### src/design/bgi_pkg.sv
// Shared constants, codes and control structs of the bilinear grid interpolator.
package bgi_pkg;

	localparam int MAX_ROWS  = 16;
	localparam int MAX_COLS  = 16;
	localparam int FRAC_BITS = 16;
	localparam int ROW_W     = $clog2(MAX_ROWS);
	localparam int COL_W     = $clog2(MAX_COLS);
	localparam int CNT_W     = 5;
	localparam int KNOT_W    = 32;
	localparam int WORD_W    = 32;
	localparam int DIV_STEPS = 31;
	localparam int OVF_SHIFT = DIV_STEPS - FRAC_BITS;
	localparam int S_DATA_W  = 136;
	localparam int S_USER_W  = 4;
	localparam int M_DATA_W  = 40;

	typedef enum logic [1:0] {
		MODE_ROW_KNOT = 2'd0,
		MODE_COL_KNOT = 2'd1,
		MODE_TABLE    = 2'd2,
		MODE_QUERY    = 2'd3
	} mode_t;

	typedef enum logic [1:0] {
		LERP_TOP = 2'd0,
		LERP_BOT = 2'd1,
		LERP_MIX = 2'd2
	} lerp_sel_t;

	typedef struct packed {
		logic             load_in;
		logic             set_err;
		logic             lat_hi;
		logic             lat_lo;
		logic             div_start;
		logic             rd_en;
		logic [1:0]       corner;
		logic [ROW_W-1:0] row_addr;
		logic [COL_W-1:0] col_addr;
		logic             mul_en;
		logic             acc_en;
		lerp_sel_t        lerp_sel;
		logic             out_load;
	} cmd_t;

	typedef struct packed {
		logic gt_row;
		logic gt_col;
		logic div_done;
	} sts_t;

endpackage

### src/design/bgi_ctrl.sv
// Controller: configuration registers, query sequencer and output handshake.
module bgi_ctrl (
	input  logic                       clk,
	input  logic                       arst_n,
	input  logic                       cfg_we,
	input  logic                       cfg_index,
	input  logic [bgi_pkg::CNT_W-1:0]  cfg_data,
	input  logic                       s_tvalid,
	output logic                       s_tready,
	input  logic [1:0]                 s_mode,
	output logic                       m_tvalid,
	input  logic                       m_tready,
	input  bgi_pkg::sts_t              sts,
	output bgi_pkg::cmd_t              cmd
);
	import bgi_pkg::*;

	localparam logic CFG_ROW_COUNT = 1'b0;
	localparam logic CFG_COL_COUNT = 1'b1;

	typedef enum logic [3:0] {
		ST_IDLE, ST_CHECK, ST_SEARCH, ST_LOAD_HI, ST_LOAD_LO,
		ST_DIV_GO, ST_DIV_WAIT, ST_MUL, ST_ACC, ST_FINISH
	} state_t;

	state_t           state_q;
	logic [CNT_W-1:0] row_count_q, col_count_q;
	logic [ROW_W-1:0] row_i_q;
	logic [COL_W-1:0] col_j_q;
	logic [2:0]       fetch_q;
	lerp_sel_t        lsel_q;
	logic             m_tvalid_q;

	logic [ROW_W-1:0] row_last;
	logic [COL_W-1:0] col_last;
	logic             accept, row_step, col_step, out_free;

	always_comb begin
		if (row_count_q < CNT_W'(2)) begin
			row_last = ROW_W'(1);
		end else if (int'(row_count_q) > MAX_ROWS) begin
			row_last = ROW_W'(MAX_ROWS - 1);
		end else begin
			row_last = ROW_W'(row_count_q - CNT_W'(1));
		end
		if (col_count_q < CNT_W'(2)) begin
			col_last = COL_W'(1);
		end else if (int'(col_count_q) > MAX_COLS) begin
			col_last = COL_W'(MAX_COLS - 1);
		end else begin
			col_last = COL_W'(col_count_q - CNT_W'(1));
		end
	end

	assign s_tready = (state_q == ST_IDLE);
	assign accept   = s_tvalid && s_tready;
	assign row_step = (row_i_q < row_last) && sts.gt_row;
	assign col_step = (col_j_q < col_last) && sts.gt_col;
	assign out_free = !m_tvalid_q || m_tready;
	assign m_tvalid = m_tvalid_q;

	always_comb begin
		cmd = '0;
		cmd.load_in  = accept;
		cmd.row_addr = row_i_q;
		cmd.col_addr = col_j_q;
		cmd.lerp_sel = lsel_q;
		cmd.corner   = fetch_q[1:0];
		unique case (state_q)
			ST_CHECK: begin
				cmd.row_addr = row_last;
				cmd.col_addr = col_last;
				cmd.set_err  = sts.gt_row || sts.gt_col;
			end
			ST_LOAD_HI: cmd.lat_hi = 1'b1;
			ST_LOAD_LO: begin
				cmd.row_addr = row_i_q - ROW_W'(1);
				cmd.col_addr = col_j_q - COL_W'(1);
				cmd.lat_lo   = 1'b1;
			end
			ST_DIV_GO: cmd.div_start = 1'b1;
			ST_DIV_WAIT: begin
				// Corners in order: upper-left, upper-right, lower-left, lower-right.
				cmd.rd_en    = !fetch_q[2];
				cmd.row_addr = fetch_q[1] ? row_i_q : row_i_q - ROW_W'(1);
				cmd.col_addr = fetch_q[0] ? col_j_q : col_j_q - COL_W'(1);
			end
			ST_MUL:    cmd.mul_en = 1'b1;
			ST_ACC:    cmd.acc_en = 1'b1;
			ST_FINISH: cmd.out_load = out_free;
			default: ;
		endcase
	end

	always_ff @(posedge clk or negedge arst_n) begin
		if (!arst_n) begin
			state_q     <= ST_IDLE;
			row_count_q <= CNT_W'(16);
			col_count_q <= CNT_W'(16);
			row_i_q     <= '0;
			col_j_q     <= '0;
			fetch_q     <= '0;
			lsel_q      <= LERP_TOP;
			m_tvalid_q  <= 1'b0;
		end else begin
			if (cfg_we) begin
				unique case (cfg_index)
					CFG_ROW_COUNT: row_count_q <= cfg_data;
					CFG_COL_COUNT: col_count_q <= cfg_data;
					default: ;
				endcase
			end
			// A new result loaded in the finish step takes precedence over the clear.
			if (m_tvalid_q && m_tready && state_q != ST_FINISH) begin
				m_tvalid_q <= 1'b0;
			end
			unique case (state_q)
				ST_IDLE: begin
					if (accept && mode_t'(s_mode) == MODE_QUERY) begin
						state_q <= ST_CHECK;
					end
				end
				ST_CHECK: begin
					row_i_q <= ROW_W'(1);
					col_j_q <= COL_W'(1);
					state_q <= (sts.gt_row || sts.gt_col) ? ST_FINISH : ST_SEARCH;
				end
				ST_SEARCH: begin
					if (row_step) begin
						row_i_q <= row_i_q + ROW_W'(1);
					end
					if (col_step) begin
						col_j_q <= col_j_q + COL_W'(1);
					end
					if (!row_step && !col_step) begin
						state_q <= ST_LOAD_HI;
					end
				end
				ST_LOAD_HI: state_q <= ST_LOAD_LO;
				ST_LOAD_LO: state_q <= ST_DIV_GO;
				ST_DIV_GO: begin
					fetch_q <= '0;
					state_q <= ST_DIV_WAIT;
				end
				ST_DIV_WAIT: begin
					if (!fetch_q[2]) begin
						fetch_q <= fetch_q + 3'd1;
					end else if (sts.div_done) begin
						lsel_q  <= LERP_TOP;
						state_q <= ST_MUL;
					end
				end
				ST_MUL: state_q <= ST_ACC;
				ST_ACC: begin
					unique case (lsel_q)
						LERP_TOP: begin
							lsel_q  <= LERP_BOT;
							state_q <= ST_MUL;
						end
						LERP_BOT: begin
							lsel_q  <= LERP_MIX;
							state_q <= ST_MUL;
						end
						default: state_q <= ST_FINISH;
					endcase
				end
				ST_FINISH: begin
					if (out_free) begin
						m_tvalid_q <= 1'b1;
						state_q    <= ST_IDLE;
					end
				end
				default: state_q <= ST_IDLE;
			endcase
		end
	end

`ifndef NO_ASSERTIONS
	a_query_starts: assert property (@(posedge clk) disable iff (!arst_n)
		(accept && mode_t'(s_mode) == MODE_QUERY) |=> (state_q == ST_CHECK))
		else $error("query beat did not start the range check");
	a_div_runs: assert property (@(posedge clk) disable iff (!arst_n)
		(state_q == ST_DIV_GO) |=> !sts.div_done)
		else $error("dividers did not start");
	a_seg_nonzero: assert property (@(posedge clk) disable iff (!arst_n)
		(state_q == ST_SEARCH) |-> (row_i_q != '0 && col_j_q != '0))
		else $error("segment index fell to zero");
	a_mul_acc: assert property (@(posedge clk) disable iff (!arst_n)
		(state_q == ST_MUL) |=> (state_q == ST_ACC && $stable(lsel_q)))
		else $error("blend step out of order");
`endif

endmodule

### config.mk
export PLATFORM = sky130hd
export DESIGN_NAME = bgi_ctrl
export DESIGN_NICKNAME = d
export VERILOG_FILES = /design/src/design/bgi_pkg.sv /design/src/design/bgi_ctrl.sv
export SDC_FILE = /design/constraint.sdc
export NUM_CORES = 1
export LEC_CHECK = 0
export ABC_CLOCK_PERIOD_IN_PS = 2600
export BUFFER_PORTS_ARGS = -buffer_cell sky130_fd_sc_hd__buf_2
export CAP_MARGIN = 20
export CORE_AREA = 2 2 75 77
export DETAILED_ROUTE_END_ITERATION = 7
export DIE_AREA = 0 0 77 79
export SLEW_MARGIN = 20
export SYNTH_ARGS = -nofsm -noshare
export SYNTH_HDL_FRONTEND = slang
export SYNTH_SLANG_ARGS = --single-unit
### constraint.sdc
create_clock -name clk -period 2.6 [get_ports clk]
set_input_delay 0.26 -clock clk [delete_from_list [all_inputs] [get_ports clk]]
set_output_delay 0.26 -clock clk [all_outputs]
set_load 0.02 [all_outputs]
==> results.tsv, run 1 <==
stage	metric	value	unit
worst_setup_path	worst-endpoint-required	2.77	ns
synth	synth_fp_nets	262	
clock_tree	clockBufferDepth	2	
power_and_ir_drop	p_int	0.001259	W
power_and_ir_drop	power.density	938.1	mW/mm²
finish	drive_gt1_frac	0.2708	
routing	antenna_left	0	
routing	viasPerCell	5.195	
global_route	busiest_layer	met2	
synth	synth_cell_types	45	
finish	area_delta_synth_final	19.11	%
routing	drtPass1Iterations	4	
global_route	grt-ovfl-total	0	
power_and_ir_drop	p_clk_frac	0.152	
power_and_ir_drop	p_sw_frac	0.4504	
place	placed_area	0.002355	mm²
synth	yosys_warnings	0	
timing	setup_viol	0	
floorplanning	die_x	77	µm
synth	synth_edf_count	0	
global_route	grt_pass1_vias	1675	
worst_setup_path	critPathLaunchType	flip-flop	
synth	ys_seq_elements	28	
routing	wire_per_inst	13.52	µm
power_and_ir_drop	leakage	1.142	nW
min_path	min_path_type	in2async	
power_and_ir_drop	seq_power_share	0.298	
timing	fmax	409.5	MHz
synth	async_flop_share	1.000	
worst_setup_path	path_class	reg2reg	
power_and_ir_drop	switchingPower	0.001031	W
place	gp_congestion	0.8313	
floorplanning	start_util	0.3840	
worst_setup_path	arrival	2.61	ns
run	maxCapViolCount	0	
global_route	grt_max_degree	29	
power_and_ir_drop	p_comb_frac	0.550	
timing	finalMaxSlewViolations	0	
routing	drc	0	
power_and_ir_drop	ir_worst_vdd	0.0003851	V
clock_tree	numClockSinks	28	
synth	yosysSeqAreaShare	0.3431	
clock_tree	numCtsBuffers	3	
global_route	grt_use_met1	0.2336	
global_route	use_met3	0.01818	
place	io_buffers	38	
clock_tree	htreeDepth	1	
worst_setup_path	worstSetupEndpointType	flip-flop	
timing	fin_skew	0.009439	ns
timing	final.period_utilization	0.9392	
timing	tns	0	ns
timing	fin_crit	2.442	ns
global_route	grt_pass1_wl	8100	µm
worst_setup_path	path_max_fanout	7	
global_route	gr-usage-met2	0.2570	
finish	final_common_cell	buf_2	
timing	worstMarginPinSlew	0.7411	ns
clock_tree	ctsHoldBuffers	0	
finish	layout_common_cells	buf_2, dfrtp_1, o21ai_0	
floorplanning	io_pins	39	
clock_tree	cts_root_buf	clkbuf_8	
floorplanning	rows	27	
global_route	antenna_found_initial	0	
run_status	status	finished, violations left	
finish	diodes	0	
clock_tree	clkTransAtPathRegs	0.11	ns
floorplanning	die-area	0.006083	mm²
synth	synth-main-ff-cell	dfrtp_1	
place	post-dp-hpwl	3629	µm
floorplanning	core-area	0.005338	mm²
finish	post-route-cell-area	0.002441	mm²
finish	n_fill_cell	560	
synth	avgSynthCellArea	8.796	µm²
routing	num_vias	1813	
synth	netlist_area	0.002049	mm²
finish	nets	307	
routing	wirelength	4720	µm
place	pre_cts_ws	0.0006624	ns
synth	synthCells	233	
timing	relSlewSlack	0.4990	
timing	finalWorstSetupSlack	0.1580	ns
timing	hold_viol	16	
clock_tree	cts_tree	built	
clock_tree	insertion_delay	0.28	ns
global_route	grt_usage	0.1634	
floorplanning	die-height	79	µm
run_status	violations	hold timing	
timing	hold_ws	-0.01097	ns
routing	drt_iter0_markers	65	
## worst max-delay path, cell delays in order (launching register included)
cell and delay (ns):
dfrtp_1 0.41, inv_1 0.09, ha_1 0.19, o21ai_1 0.08, a21oi_1 0.19, o21ai_2 0.09
ha_1 0.29, a21o_1 0.21, a2111oi_4 0.46, nand3_1 0.17, mux2i_1 0.15
## area by class of cell
class	instances	area [µm²]	share of cell area
tap	72	90.09	0.03690
sequential	28	703.2	0.2881
timing repair buffer	51	287.8	0.1179
multi-input combinational	178	1229	0.5033
inverter	16	60.06	0.02460
clock buffer	3	41.29	0.01691
clock inverter	1	30.03	0.01230
## state kept, by name, indices dropped and copies added, names as in the netlist
name and cells:
col_j_q 4, col_count_q 5, fetch_q 3, row_count_q 5
lsel_q 2, row_i_q 4, state_q 4, m_tvalid 1
## synth_stat cells (2+ instances only)
library cell / n / area share
nand3_1: 8 / 0.020
nand3b_1: 2 / 0.0073
a31oi_1: 2 / 0.0061
o2111ai_1: 2 / 0.0085
nand2_1: 19 / 0.035
dfrtp_1: 26 / 0.32
clkbuf_1: 5 / 0.0092
nor2b_1: 5 / 0.015
a211o_1: 2 / 0.0085
inv_1: 16 / 0.029
and2_1: 4 / 0.012
mux2i_1: 4 / 0.020
a2111oi_4: 2 / 0.027
o21ai_0: 24 / 0.059
o211ai_1: 2 / 0.0073
ha_1: 13 / 0.079
nand4_1: 3 / 0.0092
nand2b_1: 6 / 0.018
nor4_1: 2 / 0.0061
nor4b_1: 2 / 0.0085
buf_4: 4 / 0.015
a21o_1: 4 / 0.015
mux2_2: 9 / 0.049
nor2_1: 19 / 0.035
dfstp_2: 2 / 0.026
nor3_1: 4 / 0.0098
o32a_1: 2 / 0.0098
or3_1: 5 / 0.015
a21oi_1: 15 / 0.037
o221ai_1: 4 / 0.017
o31ai_1: 2 / 0.0073
## layer usage
| layer | up-vias | routed length [µm] |
|---|---|---|
| met3 | 4 | 103 |
| met4 | 0 | 75 |
| met1 | 852 | 2400 |
| li1 | 936 | - |
| met5 | - | 0 |
| met2 | 21 | 2140 |
## power by group through the flow
stage / registers [W] / clock network (W) / logic, W
after floorplan: 0.000650 / 0 / 0.000914
after CTS: 0.000681 / 0.000354 / 0.00125
after global routing: 0.000706 / 0.000379 / 0.00140
after detailed placement: 0.000688 / 0 / 0.00125
after global placement: 0.000687 / 0 / 0.00125
final: 0.000684 / 0.000347 / 0.00126
## worst paths after layout
kind / endpoint / depth (start not counted) / startpoint / slack [ns]
max: row_i_q[2] / 10 / row_count_q[0] / 0.16
min: lsel_q[1] / 1 / arst_n / -0.01
max reg2reg: row_i_q[2] / 10 / row_count_q[0] / 0.16
min reg2reg: row_i_q[2] / 1 / row_i_q[2] / 0.53
max in group asynchronous: col_count_q[2] / 1 / arst_n / 2.18
min in group clk: m_tvalid / 2 / m_tready / 0.17
## stage by stage
| stage | std cells | hold slack, ns | util | power [W] |
|---|---|---|---|---|
| CTS | 348 | 0.01540 | 0.4545 | 0.002289 |
| global placement | 344 | 0.3293 | 0.4412 | 0.001933 |
| global route | 349 | 0.03497 | 0.4573 | 0.002488 |
| detailed placement | 344 | 0.3371 | 0.4412 | 0.001941 |
| floorplan | 233 | -0.03559 | - | 0.001565 |
| finish | 349 | -0.01097 | 0.4573 | 0.002290 |
## what timing repair did
item / in CTS / in global routing
pin swaps: 0 / 3
setup endpoints to repair: 1 / 7
buffers inserted: 0 / 1
resized for setup: 1 / 5
## cell families (layout without fill, tap and decap cells)
logic type / after synthesis / count (layout) / synth area share
adders and majority gates: 13 / 13 / 0.07937
AOI/OAI and AO/OA: 67 / 67 / 0.2271
xor gates and xnor gates: 1 / 1 / 0.004274
and+or+nand+nor: 84 / 84 / 0.2161
buffers and inverters: 27 / 71 / 0.06105
DFF: 28 / 28 / 0.3431
muxes: 13 / 13 / 0.06899
Power figures use the tool's default switching activity.
==> run 2: changes to the inputs <==
CORE_AREA = 2 2 68 70   (was 2 2 75 77)
DIE_AREA = 0 0 70 72   (was 0 0 77 79)
PLACE_DENSITY_LB_ADDON = 0.1   (was unset)
SLEW_MARGIN = unset   (was 20)
==> results.tsv, run 2 (same netlist as run 1, synthesis figures left out) <==
stage	metric	value	unit	change
floorplanning	core-area	0.004264	mm²	-20%
global_route	grt_use_met1	0.2921		+0.05850
global_route	grt-ovfl-total	0		unchanged
finish	n_fill_cell	413		-26%
timing	worstMarginPinSlew	0.6687	ns	-0.07240 ns
worst_setup_path	slowest_stage	or4b_2		
clock_tree	numCtsBuffers	3		unchanged
power_and_ir_drop	p_comb_frac	0.541		-0.009
timing	fin_skew	0.009527	ns	+0.00008826 ns
finish	top_regs	col_count_q x5, row_count_q x5		
worst_setup_path	critPathTopFamily	simple AND/OR/NAND/NOR gates		
routing	drt_iter0_markers	90		+38%
timing	finalWorstSetupSlack	0.1057	ns	-0.05230 ns
floorplanning	die_x	70	µm	-9.1%
power_and_ir_drop	leakage	1.135	nW	-0.56%
timing	setup_viol	0		unchanged
timing	final.period_utilization	0.9593		+0.02012
min_path	min_path_type	in2async		
power_and_ir_drop	p_int	0.001249	W	-0.73%
worst_setup_path	arrival	2.23	ns	-0.38 ns
clock_tree	cts_tree	built		
global_route	gr-usage-met2	0.2995		+0.04245
timing	finalMaxSlewViolations	0		unchanged
power_and_ir_drop	ir_worst_vdd	0.0005896	V	+53%
floorplanning	start_util	0.4806		+0.09667
finish	nets	306		-0.33%
clock_tree	clockBufferDepth	2		unchanged
power_and_ir_drop	power.density	941.7	mW/mm²	+0.39%
worst_setup_path	crit_chain	or4b_2 > o221ai_1 > buf_2		
clock_tree	insertion_delay	0.28	ns	about the same
clock_tree	cts_root_buf	clkbuf_8		
timing	hold_viol	10		-6
clock_tree	htreeDepth	1		unchanged
global_route	grt_pass1_wl	7983	µm	-1.4%
finish	area_delta_synth_final	17.40	%	
finish	layout_common_cells	buf_2, dfrtp_1, o21ai_0		
worst_setup_path	crit_buf_inv	1		unchanged
timing	rsz0062_at_grt	true		
routing	num_vias	1820		+0.39%
worst_setup_path	worst-endpoint-required	2.34	ns	-0.43 ns
worst_setup_path	rrSetupSlack	0.16	ns	about the same
place	post-dp-hpwl	3629	µm	about the same
worst_setup_path	startpoint	state_q[2]		
power_and_ir_drop	p_sw_frac	0.4486		-0.001778
floorplanning	die-area	0.005040	mm²	-17%
place	io_buffers	38		unchanged
timing	hold_ws	-0.01404	ns	-0.003069 ns
routing	wirelength	4588	µm	-2.8%
worst_setup_path	path_max_fanout	13		+6
routing	drc	0		unchanged
power_and_ir_drop	switchingPower	0.001017	W	-1.4%
global_route	grt_max_degree	29		unchanged
power_and_ir_drop	p_clk_frac	0.153		about the same
timing	fmax	400.9	MHz	-2.1%
floorplanning	rows	24		-11%
floorplanning	io_pins	39		unchanged
global_route	grt_usage	0.1932		+0.02972
place	gp_congestion	0.8148		-2.0%
worst_setup_path	cp_slowest_stage_delay	0.91	ns	+0.45 ns
floorplanning	die-height	72	µm	-8.9%
run	maxCapViolCount	0		unchanged
run_status	violations	hold timing		
worst_setup_path	worstSetupEndpointType	output port		
finish	final_common_cell	buf_2		
power_and_ir_drop	seq_power_share	0.307		+0.009
timing	tns	0	ns	unchanged
worst_setup_path	path_class	reg2out		
global_route	busiest_layer	met2		
worst_setup_path	critPathLaunchType	flip-flop		
timing	fin_crit	2.494	ns	+0.05230 ns
clock_tree	clkTransAtPathRegs	0.10	ns	about the same
routing	wire_per_inst	13.99	µm	+3.4%
clock_tree	numClockSinks	28		unchanged
global_route	use_met3	0.02083		+0.002652
routing	viasPerCell	5.549		+6.8%
place	pre_cts_ws	0.01248	ns	+0.01181 ns
routing	antenna_left	0		unchanged
global_route	antenna_found_initial	0		unchanged
finish	diodes	0		unchanged
routing	drtPass1Iterations	4		unchanged
finish	drive_gt1_frac	0.2645		-0.006265
run_status	status	finished, violations left		
worst_setup_path	r2r-start	row_count_q[0]		
timing	relSlewSlack	0.5479		+0.04895
clock_tree	ctsHoldBuffers	0		unchanged
global_route	grt_pass1_vias	1653		-1.3%
## run 2: cell types whose count changed in the layout (fill, tap and decap cells not counted)
cell / change
o21ai_2: -2
o21ai_1: +1
buf_4: -1
o21ai_0: +1
nor3b_2: +1
nor3b_1: -1
## run 2: area by class of cell
| cell class | count | area (µm²) | area share |
|---|---|---|---|
| flip-flops and latches | 28 | 703.2 | 0.2923 |
| clock buffers | 3 | 41.29 | 0.01716 |
| multi-input cells | 178 | 1226 | 0.5096 |
| repair buffers | 50 | 280.3 | 0.1165 |
| inverters | 16 | 60.06 | 0.02496 |
| clock inverters | 1 | 30.03 | 0.01248 |
| well taps | 52 | 65.06 | 0.02704 |
## run 2: final timing paths
path	end	depth (start not counted)
setup / recovery	cmd[11]	3
hold / removal	lsel_q[1]	1
setup reg to reg	row_i_q[0]	10
hold reg to reg	row_i_q[2]	1
max in group asynchronous	col_count_q[2]	1
min in group clk	m_tvalid	2
## run 2: repair_timing
| item | CTS | global route |
|---|---|---|
| endpoints found under the hold margin | 0 | 0 |
| setup endpoints to repair | 0 | 10 |
| setup buffers | 0 | 1 |
| gates resized for setup | 0 | 4 |
## run 2: power by group through the flow
stage                     registers, W  clock network, W  logic, W
after global routing          0.000720          0.000373   0.00137
after global placement        0.000700                 0   0.00122
final                         0.000695          0.000346   0.00122
after floorplan               0.000650                 0  0.000914
after detailed placement      0.000701                 0   0.00122
after CTS                     0.000692          0.000358   0.00123
## run 2: metrics by stage
stage	instances	area [µm²]	total power, W	utilization
after global placement	323	2322	0.001917	0.5446
after floorplan	233	2049	0.001565	-
after global routing	328	2406	0.002460	0.5643
after CTS	327	2394	0.002275	0.5613
final	328	2406	0.002266	0.5643
after detailed placement	323	2322	0.001923	0.5446
## run 2: routing by layer
metal	wire [µm]	vias to the layer above
li1	-	932
met1	2324	855
met2	2120	31
met3	121	2
met4	21	0
met5	0	-
==> run 3: changes to the inputs <==
==> constraint.sdc (replaced) <==
create_clock -name clk -period 2.6 [get_ports clk]
set_input_delay 0.52 -clock clk [delete_from_list [all_inputs] [get_ports clk]]
set_output_delay 0.52 -clock clk [all_outputs]
set_load 0.02 [all_outputs]
==> results.tsv, run 3 (same netlist as run 1, synthesis figures left out) <==
stage	metric	value	unit	change
clock_tree	cts_tree	built		
finish	diodes	0		unchanged
floorplanning	die-height	72	µm	unchanged
global_route	grt_max_degree	29		unchanged
power_and_ir_drop	ir_worst_vdd	0.0004131	V	-30%
clock_tree	numCtsBuffers	3		unchanged
timing	relSlewSlack	0.5852		+0.03729
finish	final_common_cell	buf_2		
place	post-dp-hpwl	3568	µm	-1.7%
worst_setup_path	cp-endpoint	cmd[7]		
power_and_ir_drop	power.density	921.2	mW/mm²	-2.2%
clock_tree	clockBufferDepth	2		unchanged
floorplanning	start_util	0.4806		unchanged
timing	rsz0062_at_grt	true		
clock_tree	insertion_delay	0.28	ns	about the same
timing	hold_ws	0.2440	ns	+0.2580 ns
worst_setup_path	critPathLaunchType	flip-flop		
finish	multi_input_comb_area	0.001255	mm²	+2.3%
finish	utilization	0.5786		+0.01438
finish	area_delta_synth_final	20.39	%	
routing	antenna_left	0		unchanged
worst_setup_path	startpoint	state_q[3]		
clock_tree	cts_root_buf	clkbuf_8		
routing	drt_iter0_markers	76		-16%
global_route	grt_pass1_vias	1708		+3.3%
place	pre_cts_ws	0.003035	ns	-0.009442 ns
timing	hold_viol	0		-10
finish	top_regs	col_count_q x5, row_count_q x5		
run_status	status	finished clean		
timing	fin_crit	2.476	ns	-0.01832 ns
floorplanning	io_pins	39		unchanged
routing	wirelength	4760	µm	+3.7%
worst_setup_path	worst-endpoint-required	2.08	ns	-0.26 ns
worst_setup_path	r2r_end	col_j_q[1]		
routing	drc	0		unchanged
timing	tns	0	ns	unchanged
floorplanning	die-area	0.005040	mm²	unchanged
worst_setup_path	path_class	reg2out		
clock_tree	htreeDepth	1		unchanged
worst_setup_path	worstSetupEndpointType	output port		
timing	setup_viol	0		unchanged
routing	viasPerCell	5.630		+1.5%
finish	nets	313		+2.3%
timing	finalMaxSlewViolations	0		unchanged
timing	worstMarginPinSlew	0.6221	ns	-0.04651 ns
run	maxCapViolCount	0		unchanged
global_route	grt_pass1_wl	8183	µm	+2.5%
timing	finalWorstSetupSlack	0.1240	ns	+0.01832 ns
place	io_buffers	38		unchanged
worst_setup_path	r2r-start	col_count_q[0]		
clock_tree	numClockSinks	28		unchanged
global_route	grt-ovfl-total	0		unchanged
routing	num_vias	1886		+3.6%
min_path	min_path_type	in2async		
clock_tree	ctsHoldBuffers	0		unchanged
floorplanning	die_x	70	µm	unchanged
global_route	grt_usage	0.1992		+0.006003
clock_tree	clkTransAtPathRegs	0.10	ns	about the same
finish	n_fill_cell	416		+0.73%
finish	drive_gt1_frac	0.2968		+0.03233
worst_setup_path	rr_worst_depth	10		unchanged
timing	fmax	403.9	MHz	+0.74%
timing	final.period_utilization	0.9523		-0.007045
power_and_ir_drop	leakage	1.169	nW	+3.0%
routing	drtPass1Iterations	4		unchanged
timing	fin_skew	0.009900	ns	+0.0003725 ns
floorplanning	core-area	0.004264	mm²	unchanged
routing	wire_per_inst	14.21	µm	+1.6%
finish	layout_common_cells	buf_2, dfrtp_1, o21ai_0		
worst_setup_path	path_max_fanout	12		-1
place	gp_congestion	0.8814		+8.2%
finish	ff_latch_area	703.2	µm²	unchanged
floorplanning	rows	24		unchanged
worst_setup_path	arrival	1.96	ns	-0.27 ns
global_route	antenna_found_initial	0		unchanged
worst_setup_path	rrSetupSlack	0.13	ns	-0.03 ns
run 3: metal layers:
metal,global-route usage,routed length (µm)
met1,0.3021,2337
met3,0.02361,171
met2,0.3069,2230
met4,0.04487,21
met5,0,0
run 3: metrics by stage:
stage                     total power (W)  area, µm²  std cells
after floorplan                  0.001565       2049        233
after global placement           0.001938       2345        326
after detailed placement         0.001948       2345        326
after CTS                        0.002209       2399        330
after global routing             0.002468       2467        335
final                            0.002273       2467        335
run 3: cell type report:
type                            instances  area share
Tap cell                               52     0.02637
Clock buffer                            4     0.01826
Inverter                               16     0.02434
Multi-Input combinational cell        178      0.5086
Sequential cell                        28      0.2850
Timing Repair Buffer                   57      0.1374
run 3: critical path, cell delays in order, from the launching register on:
cell and delay (ns):
dfrtp_1 0.48, buf_4 0.21, or3b_2 0.53, nor2_1 0.10, o21ai_0 0.08, o221ai_1 0.09
buf_2 0.20
run 3: worst min path at each step:
stage | cells past startpoint | to | from
global placement | 1 | lsel_q[0] | lsel_q[0]
floorplan | 0 | col_count_q[0] | arst_n
finish | 1 | lsel_q[1] | arst_n
detailed placement | 1 | row_i_q[2] | row_i_q[2]
CTS | 1 | lsel_q[1] | arst_n
global route | 1 | lsel_q[1] | arst_n
run 3: timing repair:
| action | 4_1_cts | 5_1_grt |
|---|---|---|
| endpoints found under the setup margin | 6 | 13 |
| buffers inserted | 0 | 5 |
| resized for setup | 2 | 10 |
| endpoints found under the hold margin | 0 | 0 |
| pin swaps | 1 | 2 |
run 3: power by group:
| group | switching, W | internal (W) |
|---|---|---|
| clock | 0.000135 | 0.000110 |
| combinational | 0.000763 | 0.000569 |
| sequential | 0.000155 | 0.000540 |
